===== config.mk =====
export PLATFORM = sky130hd
export DESIGN_NAME = input_level_calibrator
export DESIGN_NICKNAME = d
export VERILOG_FILES = /design/src/rtl/ilc_pkg.sv /design/src/rtl/input_level_calibrator.sv /design/src/rtl/ilc_regs.sv /design/src/rtl/ilc_step.sv /design/src/rtl/ilc_decide.sv
export SDC_FILE = /design/constraint.sdc
export NUM_CORES = 2
export LEC_CHECK = 0
export ABC_AREA = 0
export BUFFER_PORTS_ARGS = -buffer_cell sky130_fd_sc_hd__buf_4
export CAP_MARGIN = 15
export CORE_ASPECT_RATIO = 0.8
export CORE_MARGIN = 2
export CORE_UTILIZATION = 39
export CTS_CLUSTER_DIAMETER = 200
export DETAILED_ROUTE_END_ITERATION = 10
export RECOVER_POWER = 50
export SKIP_LAST_GASP = 1
export SYNTH_ARGS = -nofsm -noshare
export SYNTH_HDL_FRONTEND = slang
export SYNTH_SLANG_ARGS = --single-unit

===== constraint.sdc =====
create_clock -name clk -period 13.4 [get_ports clk]
set_input_delay 2.68 -clock clk [delete_from_list [all_inputs] [get_ports clk]]
set_output_delay 2.68 -clock clk [all_outputs]
set_load 0.01 [all_outputs]

===== src/rtl/ilc_pkg.sv =====
// ----------------------------------------------------------------------------
// ilc_pkg
// Shared widths, codes, register layout and state record of the input level
// calibrator.
// ----------------------------------------------------------------------------
package ilc_pkg;

	localparam int SAMPLE_W    = 16;
	localparam int PEAK_W      = 16;
	localparam int CNT_W       = 25;
	localparam int SUM_W       = 55;
	localparam int POW_W       = 31;
	localparam int BSUM_W      = 41;
	localparam int BLEN_W      = 11;
	localparam int MAX_BLOCK   = 1024;
	localparam int DECAY_MUL   = 210;
	localparam int DECAY_SHIFT = 8;
	localparam int ADDR_W      = 4;
	localparam int DATA_W      = 32;

	typedef enum logic [2:0] {
		PH_IDLE  = 3'd0,
		PH_ROOM  = 3'd1,
		PH_VOICE = 3'd2,
		PH_DONE  = 3'd3,
		PH_FAIL  = 3'd4
	} phase_t;

	typedef enum logic [1:0] {
		CMD_SAMPLE = 2'd0,
		CMD_START  = 2'd1,
		CMD_CANCEL = 2'd2
	} cmd_t;

	typedef enum logic [1:0] {
		REG_ROOM_LEN  = 2'd0,
		REG_VOICE_LEN = 2'd1,
		REG_MIN_POW   = 2'd2,
		REG_MIN_FLOOR = 2'd3
	} reg_idx_t;

	localparam logic [CNT_W-1:0] ROOM_LEN_RST  = CNT_W'(96000);
	localparam logic [CNT_W-1:0] VOICE_LEN_RST = CNT_W'(144000);
	localparam logic [POW_W-1:0] MIN_POW_RST   = POW_W'(9664);
	localparam logic [POW_W-1:0] MIN_FLOOR_RST = POW_W'(38655);

	typedef struct packed {
		logic [CNT_W-1:0] room_len;
		logic [CNT_W-1:0] voice_len;
		logic [POW_W-1:0] min_pow;
		logic [POW_W-1:0] min_floor;
	} cfg_t;

	typedef struct packed {
		phase_t             phase;
		logic [BSUM_W-1:0]  blk_sum;
		logic [BLEN_W-1:0]  blk_len;
		logic [PEAK_W-1:0]  blk_peak;
		logic [PEAK_W-1:0]  in_peak;
		logic [PEAK_W-1:0]  voice_peak;
		logic [CNT_W-1:0]   phase_cnt;
		logic [SUM_W-1:0]   room_sum;
		logic [CNT_W-1:0]   room_cnt;
		logic [SUM_W-1:0]   voice_sum;
		logic [CNT_W-1:0]   voice_cnt;
	} state_t;

	localparam state_t STATE_RESET = '{phase: PH_IDLE, default: '0};

	typedef struct packed {
		logic busy;
		logic done;
		logic ok;
	} dec_status_t;

endpackage


===== src/rtl/input_level_calibrator.sv =====
// ----------------------------------------------------------------------------
// input_level_calibrator
// Room tone and voice level measurement over blocks of Q1.15 samples, with
// a pass or fail decision at the end of the voice phase.
// ----------------------------------------------------------------------------
//  channel   handshake                   payload
//  item      item_valid / item_stall     command, sample, last_in_block
//  result    result_valid / result_stall phase, input_peak, voice_peak,
//                                        samples_in_phase, room_*, voice_*
//  config    psel/penable/pwrite/pready  paddr, pwdata, prdata
//
//  One word per cycle unless the decision unit or result_stall holds it.
//  The word that ends the voice phase holds the input
//  while the shared multiplier of the decision unit does the cross products.
//  Reset loads the register defaults and the idle state; no clearing pass.
//  result_stall holds the state registers and backs up into item_stall.
// ----------------------------------------------------------------------------
module input_level_calibrator (
	input  logic                         clk,
	input  logic                         arst_n,
	input  logic                         psel,
	input  logic                         penable,
	input  logic                         pwrite,
	input  logic [ilc_pkg::ADDR_W-1:0]   paddr,
	input  logic [ilc_pkg::DATA_W-1:0]   pwdata,
	output logic [ilc_pkg::DATA_W-1:0]   prdata,
	output logic                         pready,
	input  logic                         item_valid,
	output logic                         item_stall,
	input  logic [1:0]                   command,
	input  logic signed [ilc_pkg::SAMPLE_W-1:0] sample,
	input  logic                         last_in_block,
	output logic                         result_valid,
	input  logic                         result_stall,
	output logic [2:0]                   phase,
	output logic [ilc_pkg::PEAK_W-1:0]   input_peak,
	output logic [ilc_pkg::PEAK_W-1:0]   voice_peak,
	output logic [ilc_pkg::CNT_W-1:0]    samples_in_phase,
	output logic [ilc_pkg::SUM_W-1:0]    room_square_sum,
	output logic [ilc_pkg::CNT_W-1:0]    room_count,
	output logic [ilc_pkg::SUM_W-1:0]    voice_square_sum,
	output logic [ilc_pkg::CNT_W-1:0]    voice_count
);
	import ilc_pkg::*;

	cfg_t                 cfg;
	state_t               state_q;
	state_t               nxt;
	dec_status_t          dec;
	logic                 decide;
	logic                 consume;
	logic                 result_valid_q;

	logic                 valid_s1;
	logic [1:0]           cmd_s1;
	logic [SAMPLE_W-1:0]  sample_s1;
	logic                 last_s1;

	ilc_regs u_regs (
		.clk     (clk),
		.arst_n  (arst_n),
		.psel    (psel),
		.penable (penable),
		.pwrite  (pwrite),
		.paddr   (paddr),
		.pwdata  (pwdata),
		.prdata  (prdata),
		.pready  (pready),
		.cfg     (cfg)
	);

	ilc_step u_step (
		.cur           (state_q),
		.cfg           (cfg),
		.command       (cmd_s1),
		.sample        (sample_s1),
		.last_in_block (last_s1),
		.nxt           (nxt),
		.decide        (decide)
	);

	ilc_decide u_decide (
		.clk       (clk),
		.arst_n    (arst_n),
		.start     (consume && decide),
		.voice_sum (state_q.voice_sum),
		.voice_cnt (state_q.voice_cnt),
		.room_sum  (state_q.room_sum),
		.room_cnt  (state_q.room_cnt),
		.min_pow   (cfg.min_pow),
		.min_floor (cfg.min_floor),
		.stat      (dec)
	);

	// the state registers double as the result register
	assign consume    = valid_s1 && !dec.busy && (!result_valid_q || !result_stall);
	assign item_stall = valid_s1 && !consume;

	always_ff @(posedge clk or negedge arst_n) begin
		if (!arst_n) begin
			valid_s1 <= 1'b0;
		end else if (!item_stall) begin
			valid_s1 <= item_valid;
		end
	end

	always_ff @(posedge clk) begin
		if (item_valid && !item_stall) begin
			cmd_s1    <= command;
			sample_s1 <= sample;
			last_s1   <= last_in_block;
		end
	end

	always_ff @(posedge clk or negedge arst_n) begin
		if (!arst_n) begin
			state_q        <= STATE_RESET;
			result_valid_q <= 1'b0;
		end else begin
			if (consume) begin
				state_q <= nxt;
			end else if (dec.done) begin
				state_q.phase <= dec.ok ? PH_DONE : PH_FAIL;
			end
			if ((consume && !decide) || dec.done) begin
				result_valid_q <= 1'b1;
			end else if (!result_stall) begin
				result_valid_q <= 1'b0;
			end
		end
	end

	assign result_valid     = result_valid_q;
	assign phase            = state_q.phase;
	assign input_peak       = state_q.in_peak;
	assign voice_peak       = state_q.voice_peak;
	assign samples_in_phase = state_q.phase_cnt;
	assign room_square_sum  = state_q.room_sum;
	assign room_count       = state_q.room_cnt;
	assign voice_square_sum = state_q.voice_sum;
	assign voice_count      = state_q.voice_cnt;

endmodule


===== src/rtl/ilc_regs.sv =====
// ----------------------------------------------------------------------------
// ilc_regs
// APB-style configuration registers: lengths of both phases and the two
// voice power floors.
// ----------------------------------------------------------------------------
module ilc_regs (
	input  logic                        clk,
	input  logic                        arst_n,
	input  logic                        psel,
	input  logic                        penable,
	input  logic                        pwrite,
	input  logic [ilc_pkg::ADDR_W-1:0]  paddr,
	input  logic [ilc_pkg::DATA_W-1:0]  pwdata,
	output logic [ilc_pkg::DATA_W-1:0]  prdata,
	output logic                        pready,
	output ilc_pkg::cfg_t               cfg
);
	import ilc_pkg::*;

	reg_idx_t idx;
	cfg_t     cfg_q;

	assign idx    = reg_idx_t'(paddr[ADDR_W-1:2]);
	assign pready = 1'b1;
	assign cfg    = cfg_q;

	always_ff @(posedge clk or negedge arst_n) begin
		if (!arst_n) begin
			cfg_q.room_len  <= ROOM_LEN_RST;
			cfg_q.voice_len <= VOICE_LEN_RST;
			cfg_q.min_pow   <= MIN_POW_RST;
			cfg_q.min_floor <= MIN_FLOOR_RST;
		end else if (psel && penable && pwrite && pready) begin
			unique case (idx)
				REG_ROOM_LEN:  cfg_q.room_len  <= pwdata[CNT_W-1:0];
				REG_VOICE_LEN: cfg_q.voice_len <= pwdata[CNT_W-1:0];
				REG_MIN_POW:   cfg_q.min_pow   <= pwdata[POW_W-1:0];
				REG_MIN_FLOOR: cfg_q.min_floor <= pwdata[POW_W-1:0];
				default: ;
			endcase
		end
	end

	always_comb begin
		unique case (idx)
			REG_ROOM_LEN:  prdata = DATA_W'(cfg_q.room_len);
			REG_VOICE_LEN: prdata = DATA_W'(cfg_q.voice_len);
			REG_MIN_POW:   prdata = DATA_W'(cfg_q.min_pow);
			REG_MIN_FLOOR: prdata = DATA_W'(cfg_q.min_floor);
			default:       prdata = '0;
		endcase
	end

endmodule


===== src/rtl/ilc_step.sv =====
// ----------------------------------------------------------------------------
// ilc_step
// Next-state logic for one word: block accumulation, block end, phase
// totals and phase changes. Flags the voice phase end for the decision unit.
// ----------------------------------------------------------------------------
module ilc_step (
	input  ilc_pkg::state_t                cur,
	input  ilc_pkg::cfg_t                  cfg,
	input  logic [1:0]                     command,
	input  logic [ilc_pkg::SAMPLE_W-1:0]   sample,
	input  logic                           last_in_block,
	output ilc_pkg::state_t                nxt,
	output logic                           decide
);
	import ilc_pkg::*;

	function automatic logic [SUM_W-1:0] sat_sum(input logic [SUM_W-1:0] a,
			input logic [BSUM_W-1:0] b);
		logic [SUM_W:0] s;
		s = {1'b0, a} + (SUM_W+1)'(b);
		return s[SUM_W] ? '1 : s[SUM_W-1:0];
	endfunction

	function automatic logic [CNT_W-1:0] sat_cnt(input logic [CNT_W-1:0] a,
			input logic [BLEN_W-1:0] b);
		logic [CNT_W:0] s;
		s = {1'b0, a} + (CNT_W+1)'(b);
		return s[CNT_W] ? '1 : s[CNT_W-1:0];
	endfunction

	logic [SAMPLE_W-1:0]               mag;
	logic [2*SAMPLE_W-1:0]             sq;
	logic [BSUM_W-1:0]                 bsum;
	logic [PEAK_W-1:0]                 bpeak;
	logic [BLEN_W-1:0]                 blen;
	logic [PEAK_W+DECAY_SHIFT-1:0]     dprod;
	logic [PEAK_W-1:0]                 decayed;
	logic [CNT_W-1:0]                  cnt;
	logic                              block_end;
	logic                              running;

	always_comb begin
		mag       = sample[SAMPLE_W-1] ? SAMPLE_W'(~sample + 1'b1) : sample;
		sq        = (2*SAMPLE_W)'(mag) * (2*SAMPLE_W)'(mag);
		bsum      = cur.blk_sum + BSUM_W'(sq);
		bpeak     = (mag > cur.blk_peak) ? mag : cur.blk_peak;
		blen      = cur.blk_len + 1'b1;
		block_end = last_in_block || (blen >= BLEN_W'(MAX_BLOCK));
		dprod     = (PEAK_W+DECAY_SHIFT)'(cur.in_peak) * (PEAK_W+DECAY_SHIFT)'(DECAY_MUL);
		decayed   = dprod[PEAK_W+DECAY_SHIFT-1:DECAY_SHIFT];
		cnt       = sat_cnt(cur.phase_cnt, blen);
		running   = (cur.phase == PH_ROOM) || (cur.phase == PH_VOICE);

		nxt    = cur;
		decide = 1'b0;

		unique case (command)
			CMD_START: begin
				nxt       = STATE_RESET;
				nxt.phase = PH_ROOM;
			end
			CMD_CANCEL: begin
				nxt.phase    = PH_IDLE;
				nxt.in_peak  = '0;
				nxt.blk_sum  = '0;
				nxt.blk_len  = '0;
				nxt.blk_peak = '0;
			end
			CMD_SAMPLE: begin
				if (running && !block_end) begin
					nxt.blk_sum  = bsum;
					nxt.blk_peak = bpeak;
					nxt.blk_len  = blen;
				end else if (running) begin
					nxt.in_peak  = (bpeak > decayed) ? bpeak : decayed;
					nxt.blk_sum  = '0;
					nxt.blk_len  = '0;
					nxt.blk_peak = '0;
					if (cur.phase == PH_ROOM) begin
						nxt.room_sum = sat_sum(cur.room_sum, bsum);
						nxt.room_cnt = sat_cnt(cur.room_cnt, blen);
						if (cnt >= cfg.room_len) begin
							nxt.phase_cnt = '0;
							nxt.phase     = PH_VOICE;
						end else begin
							nxt.phase_cnt = cnt;
						end
					end else begin
						nxt.voice_sum = sat_sum(cur.voice_sum, bsum);
						nxt.voice_cnt = sat_cnt(cur.voice_cnt, blen);
						if (bpeak > cur.voice_peak) begin
							nxt.voice_peak = bpeak;
						end
						nxt.phase_cnt = cnt;
						decide        = (cnt >= cfg.voice_len);
					end
				end
			end
			default: ;
		endcase
	end

endmodule


===== src/rtl/ilc_decide.sv =====
// ----------------------------------------------------------------------------
// ilc_decide
// Pass or fail decision at voice end. Compares mean squares by cross
// multiplication through one registered 32x25 multiplier.
// ----------------------------------------------------------------------------
module ilc_decide (
	input  logic                       clk,
	input  logic                       arst_n,
	input  logic                       start,
	input  logic [ilc_pkg::SUM_W-1:0]  voice_sum,
	input  logic [ilc_pkg::CNT_W-1:0]  voice_cnt,
	input  logic [ilc_pkg::SUM_W-1:0]  room_sum,
	input  logic [ilc_pkg::CNT_W-1:0]  room_cnt,
	input  logic [ilc_pkg::POW_W-1:0]  min_pow,
	input  logic [ilc_pkg::POW_W-1:0]  min_floor,
	output ilc_pkg::dec_status_t       stat
);
	import ilc_pkg::*;

	localparam int A_W  = 32;
	localparam int P_W  = A_W + CNT_W;
	localparam int R4_W = SUM_W + 2;
	localparam int AA_W = SUM_W + CNT_W;
	localparam int AB_W = R4_W + CNT_W;

	// name = product issued in that cycle; the previous product is taken in
	typedef enum logic [2:0] {
		DS_MIN_POW   = 3'd0,
		DS_MIN_FLOOR = 3'd1,
		DS_VOICE_LO  = 3'd2,
		DS_VOICE_HI  = 3'd3,
		DS_ROOM_LO   = 3'd4,
		DS_ROOM_HI   = 3'd5,
		DS_ROOM_ADD  = 3'd6,
		DS_FINAL     = 3'd7
	} dstep_t;

	dstep_t            step_q;
	logic              busy_q;
	logic [P_W-1:0]    p_q;
	logic [AA_W-1:0]   acc_a_q;
	logic [AB_W-1:0]   acc_b_q;
	logic              ok_pow_q;
	logic              ok_floor_q;

	logic [CNT_W-1:0]  rc;
	logic [CNT_W-1:0]  vc;
	logic [R4_W-1:0]   r4;
	logic [A_W-1:0]    op_a;
	logic [CNT_W-1:0]  op_b;
	logic [P_W-1:0]    prod;

	// empty counts count as one
	assign rc   = (room_cnt == '0) ? CNT_W'(1) : room_cnt;
	assign vc   = (voice_cnt == '0) ? CNT_W'(1) : voice_cnt;
	assign r4   = {room_sum, 2'b00};
	assign prod = P_W'(op_a) * P_W'(op_b);

	always_comb begin
		unique case (step_q)
			DS_MIN_POW: begin
				op_a = A_W'(min_pow);
				op_b = vc;
			end
			DS_MIN_FLOOR: begin
				op_a = A_W'(min_floor);
				op_b = vc;
			end
			DS_VOICE_LO: begin
				op_a = voice_sum[A_W-1:0];
				op_b = rc;
			end
			DS_VOICE_HI: begin
				op_a = A_W'(voice_sum[SUM_W-1:A_W]);
				op_b = rc;
			end
			DS_ROOM_LO: begin
				op_a = r4[A_W-1:0];
				op_b = vc;
			end
			DS_ROOM_HI: begin
				op_a = A_W'(r4[R4_W-1:A_W]);
				op_b = vc;
			end
			default: begin
				op_a = '0;
				op_b = '0;
			end
		endcase
	end

	always_ff @(posedge clk or negedge arst_n) begin
		if (!arst_n) begin
			busy_q     <= 1'b0;
			step_q     <= DS_MIN_POW;
			p_q        <= '0;
			acc_a_q    <= '0;
			acc_b_q    <= '0;
			ok_pow_q   <= 1'b0;
			ok_floor_q <= 1'b0;
		end else begin
			p_q <= prod;
			if (start) begin
				busy_q <= 1'b1;
				step_q <= DS_MIN_POW;
			end else if (busy_q) begin
				step_q <= dstep_t'(step_q + 1'b1);
				if (step_q == DS_FINAL) begin
					busy_q <= 1'b0;
				end
				unique case (step_q)
					DS_MIN_FLOOR: ok_pow_q   <= (P_W'(voice_sum) >= p_q);
					DS_VOICE_LO:  ok_floor_q <= (P_W'(voice_sum) >= p_q);
					DS_VOICE_HI:  acc_a_q    <= AA_W'(p_q);
					DS_ROOM_LO:   acc_a_q    <= acc_a_q + (AA_W'(p_q) << A_W);
					DS_ROOM_HI:   acc_b_q    <= AB_W'(p_q);
					DS_ROOM_ADD:  acc_b_q    <= acc_b_q + (AB_W'(p_q) << A_W);
					default: ;
				endcase
			end
		end
	end

	assign stat.busy = busy_q;
	assign stat.done = busy_q && (step_q == DS_FINAL);
	assign stat.ok   = ok_pow_q && ok_floor_q && (AB_W'(acc_a_q) >= acc_b_q);

endmodule


# After elaboration in Yosys (flattened, before gate mapping)
# Index checks and enable logic that the tools add are counted.
totals:
  regBits: 646
  input_bits: 62
  output_inout_bits: 255
  wordCells: 171
op_classes:
  n_addsub: 11
  n_mul: 3
  n_lt_le_gt_ge: 8
  n_eq_ne: 26
  n_mux: 43
  bitwise_logic: 2
  reduce_logical: 51
op_table:
  columns: ["operator", "n"]
  rows:
  - ["$pmux 201 s2", 1]
  - ["$mux 288", 1]
  - ["$pmux 87 s3", 1]
  - ["$mux 217", 1]
  - ["$pmux 32 s6", 1]
  - ["$mux 25", 7]
  - ["$pmux 82 s2", 1]
  - ["$mux 80", 2]
  - ["$pmux 80 s2", 1]
  - ["$pmux 32 s4", 1]
  - ["$add 55x41->56", 2]
  - ["$mux 55", 2]
  - ["$add 82x82->82", 1]
  - ["$ge 80x82->1", 1]
  - ["$add 80x80->80", 1]
  - ["$mux 16", 5]
  - ["$add 25x11->26", 3]
  - ["$mux 68", 1]
  - ["$ge 55x57->1", 1]
  - ["$mul 32x25->57", 1]
  - ["$ge 25x25->1", 2]
  - ["$logic_not 25->1", 2]
  - ["$pmux 25 s2", 1]
  - ["$gt 16x16->1", 3]
  - ["36 further kinds", 101]

# Longest topological paths before layout
depth:
  word_depth: 12
  depth_mapped: 46
  ltp_nobuf: 43

# Hierarchy
# From an unflattened synthesis, not the netlist that was laid out.
hier_totals:
  hier_cells: 9799
  hier_area_um2: 87386.3
by_module_without_submodules:
  columns: ["module", "n_inst", "cells_per_inst", "area_per_inst_um2"]
  rows:
  - ["ilc_decide", 1, 5106, 43081.3]
  - ["ilc_step", 1, 3536, 25050.3]
  - ["input_level_calibrator", 1, 865, 14214.9]
  - ["ilc_regs", 1, 292, 5039.8]

# Worst setup path before layout
# No wires, ideal clock.
synth_path:
  kind: "flip-flop to flip-flop"
  startpoint: "register sample_s1[5]"
  endpoint: "register state_q (netlist bit room_square_sum[50])"
  setup_time_ns: 0.116
  t_arrival_ns: 10.036
  required_time_ns: 13.284
  slack_ns: 3.248
  path_stages_with_launch: 40
  path_buffers: 1
  cell_sequence: "edfxtp_1 -> or4_4 -> o41ai_1 -> xnor2_1 -> clkinv_1 -> nor2_1 -> inv_1 -> fa_1 -> inv_1 -> fa_1 -> inv_1 -> fa_1 -> inv_1 -> fa_1 -> fa_1 -> inv_1 -> fa_1 -> inv_1 -> [... 4 more ...] -> a21oi_1 -> a211oi_1 -> o21a_1 -> o31ai_1 -> a21boi_0 -> ha_1 -> a21oi_1 -> o21ai_0 -> a21oi_1 -> o21bai_1 -> or4_1 -> a221oi_1 -> o31ai_1 -> and2_1 -> buf_2 -> a31oi_1 -> o21ai_0 -> o311ai_0"
synth_between:
  elab_chain_len: 11
synth_rtl:
  columns: ["element", "line_no", "text"]
  rows:
  - ["start, declared", "input_level_calibrator.sv:56", "logic [SAMPLE_W-1:0] sample_s1;"]
  - ["start signal, assigned", "input_level_calibrator.sv:110", "sample_s1 <= sample;"]
  - ["$not 16->16", "ilc_step.sv:43", "mag = sample[SAMPLE_W-1] ? SAMPLE_W'(~sample + 1'b1) : sample;"]
  - ["$add 16x1->16", "ilc_step.sv:43", null]
  - ["$mux 16 (*)", "ilc_step.sv:43", null]
  - ["$mul 16x16->32 (*)", "ilc_step.sv:44", "sq = (2*SAMPLE_W)'(mag) * (2*SAMPLE_W)'(mag);"]
  - ["$add 41x32->41 (*)", "ilc_step.sv:45", "bsum = cur.blk_sum + BSUM_W'(sq);"]
  - ["$add 55x41->56 (*)", "ilc_step.sv:20", "s = {1'b0, a} + (SUM_W+1)'(b);"]
  - ["$mux 55 (*)", "ilc_step.sv:21", "return s[SUM_W] ? '1 : s[SUM_W-1:0];"]
  - ["$mux 80 (*)", "ilc_step.sv:79", "if (cur.phase == PH_ROOM) begin"]
  - ["$mux 288 (*)", "ilc_step.sv:74", "end else if (running) begin"]
  - ["$mux 217 (*)", "ilc_step.sv:70", "if (running && !block_end) begin"]
  - ["$pmux 201 s2 (*)", "ilc_step.sv:57", "unique case (command)"]
  - ["end signal, assigned", "input_level_calibrator.sv:121", "state_q <= nxt;"]
  - ["end, declared", "input_level_calibrator.sv:47", "state_t state_q;"]
# Mark *: on every way between the ends. The rest lies on a longest branch, timed or not. The select of a mux whose other input is x is not followed.
# A chain may end at the register's enable or synchronous reset.

# Worst setup path after layout
layout_path:
  startpoint: "register u_decide.step_q[2]"
  endpoint: "register u_decide.p_q[54]"
layout_between:
  elab_chain_len: 4
  elab_cells_between_ends: 11
  classes_between: "mul (1); eq/ne (5); mux (2); reduce/logical (3)"
layout_rtl:
  columns: ["element", "line_no", "text"]
  rows:
  - ["start, declared", "ilc_decide.sv:38", "dstep_t step_q;"]
  - ["start signal, assigned", "ilc_decide.sv:107", "step_q <= dstep_t'(step_q + 1'b1);"]
  - ["$eq 3x3->1 (tied with other cells)", "ilc_decide.sv:60", "unique case (step_q)"]
  - ["$reduce_or 4->1 (no source line) / $reduce_or 2->1 (equally long branches)", null, null]
  - ["$pmux 25 s2", "ilc_decide.sv:60", null]
  - ["$mul 32x25->57 (*)", "ilc_decide.sv:57", "assign prod = P_W'(op_a) * P_W'(op_b);"]
  - ["via u_decide.prod[54]", "ilc_decide.sv:51", "logic [P_W-1:0] prod;"]
  - ["end signal, assigned", "ilc_decide.sv:102", "p_q <= prod;"]
  - ["end, declared", "ilc_decide.sv:40", "logic [P_W-1:0] p_q;"]
# Mark *: on every way through the listed nets, which the timed path passes. The rest lies on a longest branch.

==> results.sh <==
export IMPL_cts_tree="done"
export IMPL_cts_hold_buffers=0
export IMPL_path_clk_slew_ns=0.06
export IMPL_hpwlAfterDp_um=235000
export IMPL_synth_area_per_cell_um2=8.74
export IMPL_start_kind="flop"
export IMPL_maxSlewHeadroom=-2.06
export IMPL_status="finished with violations"
export IMPL_grtUsageTotal=0.280
export IMPL_fin_crit_ns=12.34
export IMPL_hold_violations=0
export IMPL_synthCells=9325
export IMPL_post_route_drc_count=0
export IMPL_setup_viol=0
export IMPL_antenna_left=0
export IMPL_syn_to_final_growth_pct=7.53
export IMPL_vias=68300
export IMPL_yosysTopAreaCell="fa_1"
export IMPL_cp_required_ns=14.00
export IMPL_min_path_cells=2
export IMPL_initial_core_util=0.391
export IMPL_crit_top_cell="fa_1"
export IMPL_globalRouteOverflowTotal=0
export IMPL_synth_area_um2=81500
export IMPL_synth_most_common_cell="inv_1"
export IMPL_numCtsBuffers=79
export IMPL_fill_cells=20700
export IMPL_num_rows=150
export IMPL_critPathKind="reg2reg"
export IMPL_routed_via_density=5.65
export IMPL_grt_pass1_vias=68100
export IMPL_portBuffers=311
export IMPL_tightestPinTransition_ns=4.59
export IMPL_synth_warnings=0
export IMPL_synth_edf_count=19
export IMPL_ioPinCount=317
export IMPL_post_synth_most_frequent_cells="inv_1 (1,458), nand2_1 (1,304), fa_1 (910)"
export IMPL_min_period_over_period=0.921
export IMPL_critPathArrivalTime_ns=12.94
export IMPL_ctsResizeCount=0
export IMPL_die_area_um2=213000
export IMPL_drt_wl_total_um=299000
export IMPL_synth_area_leaders="fa_1 (22%), dfrtp_1 (18%), ha_1 (12%)"
export IMPL_cts_buffer_depth=3
export IMPL_finClkSkew_ns=0.0541
export IMPL_rsz0062_at_grt="false"
export IMPL_async_flop_share=0.971
export IMPL_violations="capacitance limit, slew limit"
export IMPL_endpoint_kind="flop"
export IMPL_maxCapViolations=19
export IMPL_ys_ff_latch=646
export IMPL_fmax_mhz=81.0
export IMPL_worstSkewPairLatency_ns=0.75
export IMPL_htreeDepth=3
export IMPL_crit_fanout=39
export IMPL_slew_viol_final=866
export IMPL_antenna_found_initial=17
export IMPL_slowest_stage="or2_0"
export IMPL_multi_input_area_um2=56700
export IMPL_fin_tns_setup_ns=0
export IMPL_drive_gt1_frac=0.0759
export IMPL_gp_congestion=0.981
export IMPL_cts_root_buf="clkbuf_16"
export IMPL_synth_seq_area_share=0.200
export IMPL_grt_max_degree=146
export IMPL_cts_setup_buffers=0
export IMPL_clock_sinks=646
export IMPL_synth_distinct_cells=98
export IMPL_wire_per_inst_um=24.7
export IMPL_die_x_um=515
export IMPL_synth_top_area_frac=0.223
export IMPL_drt_iter0_markers=7262
export IMPL_synth_flop_cell="dfrtp_1"
export IMPL_grt_first_pass_wirelength_um=444000
export IMPL_regArea_um2=16300
export IMPL_r2r_cells=26
export IMPL_core_region_area_um2=208000
export IMPL_nNetsFinal=11100
export IMPL_die_height_um=413
export IMPL_cpPeakStageDelay_ns=2.19
export IMPL_drtPass1Iterations=8
export IMPL_min_path_type="reg2reg"
-- worst paths after layout --
| kind | from | to | slack [ns] |
|---|---|---|---|
| max | u_decide.step_q[2] | u_decide.p_q[54] | 1.06 |
| min | u_decide.acc_b_q[11] | u_decide.acc_b_q[11] | 0.48 |
| max reg2reg | u_decide.step_q[2] | u_decide.p_q[54] | 1.06 |
| min reg2reg | u_decide.acc_b_q[11] | u_decide.acc_b_q[11] | 0.48 |
| max in group asynchronous | arst_n | u_regs.cfg[46] | 2.93 |
| min in group asynchronous | arst_n | u_regs.cfg[59] | 3.58 |
-- metrics by stage --
step	hold WS [ns]	worst slack [ns]	utilization	cell area, um^2	cells
global route	0.497	0.605	0.421	87700	12100
finish	0.478	1.06	0.421	87700	12100
detailed placement	0.471	1.70	0.411	85600	11900
floorplan	0.450	3.25	-	81600	9336
CTS	0.483	1.55	0.424	88400	12100
global placement	0.461	1.73	0.411	85600	11900
-- metal layers --
layer | up-vias | global-route usage | share of wire
met5 | - | 0.00135 | 0.00031
met4 | 10 | 0.0992 | 0.043
met3 | 537 | 0.0638 | 0.10
met2 | 3192 | 0.407 | 0.41
met1 | 34200 | 0.404 | 0.44
li1 | 30400 | - | -
-- cells in the final DEF, fill, tap and decap left out, types with 50 or more instances in the layout --
cell	n
clkbuf_16	81
a31oi_1	50
nor2b_1	65
o21ai_0	498
o21a_1	54
and3_1	81
nor2_1	492
o22ai_1	60
clkbuf_1	203
a21oi_1	420
a22o_1	77
nand3_1	139
a22oi_1	52
ha_1	814
o21bai_1	54
nor3_1	71
a21o_1	261
inv_1	1458
nand2_1	1303
fa_1	910
mux2_2	137
buf_4	270
xnor2_1	198
nand4_1	102
xor2_1	127
dfrtp_1	598
-- critical path, delay by kind of cell, from the launching register on --
| kind | cells | cell delay, ns |
|---|---|---|
| fa+ha+maj | 9 | 4.90 |
| flops | 1 | 0.74 |
| buf+inv | 4 | 0.36 |
| compound gates | 6 | 2.31 |
| xor+xnor | 1 | 0.13 |
| simple gates | 6 | 3.77 |
-- flip-flops by register name (all words and copies together) (netlist names), 16 cells and up --
register / cells
voice_square_sum: 55
u_decide.acc_b_q: 82
sample_s1: 16
room_square_sum: 55
u_decide.acc_a_q: 80
voice_count: 25
room_count: 25
input_peak: 16
u_regs.cfg: 112
u_decide.p_q: 57
samples_in_phase: 25
state_q: 68
voice_peak: 16
-- cell type report --
| type | instances | share of cell area |
|---|---|---|
| multi-input cells | 6602 | 0.647 |
| flip-flops and latches | 646 | 0.186 |
| inverters | 1465 | 0.0627 |
| well taps | 2736 | 0.0390 |
| repair buffers | 482 | 0.0336 |
| clock buffers | 102 | 0.0247 |
| clock inverters | 44 | 0.00675 |
| diodes | 3 | 0.0000856 |
-- cell families after synthesis --
family | Yosys count | share of synthesized area
AND/OR/NAND/NOR | 2488 | 0.134
buffers and inverters | 2088 | 0.107
AO/OA/AOI/OAI | 1850 | 0.145
adder cells (fa/ha/maj) | 1724 | 0.348
flip-flops | 646 | 0.200
XOR/XNOR | 327 | 0.0352
multiplexers | 200 | 0.0305
other | 2 | 0.0000921
Power is not shown: default switching activity piles up to over one toggle a cycle in this logic, so the estimate is an artifact.
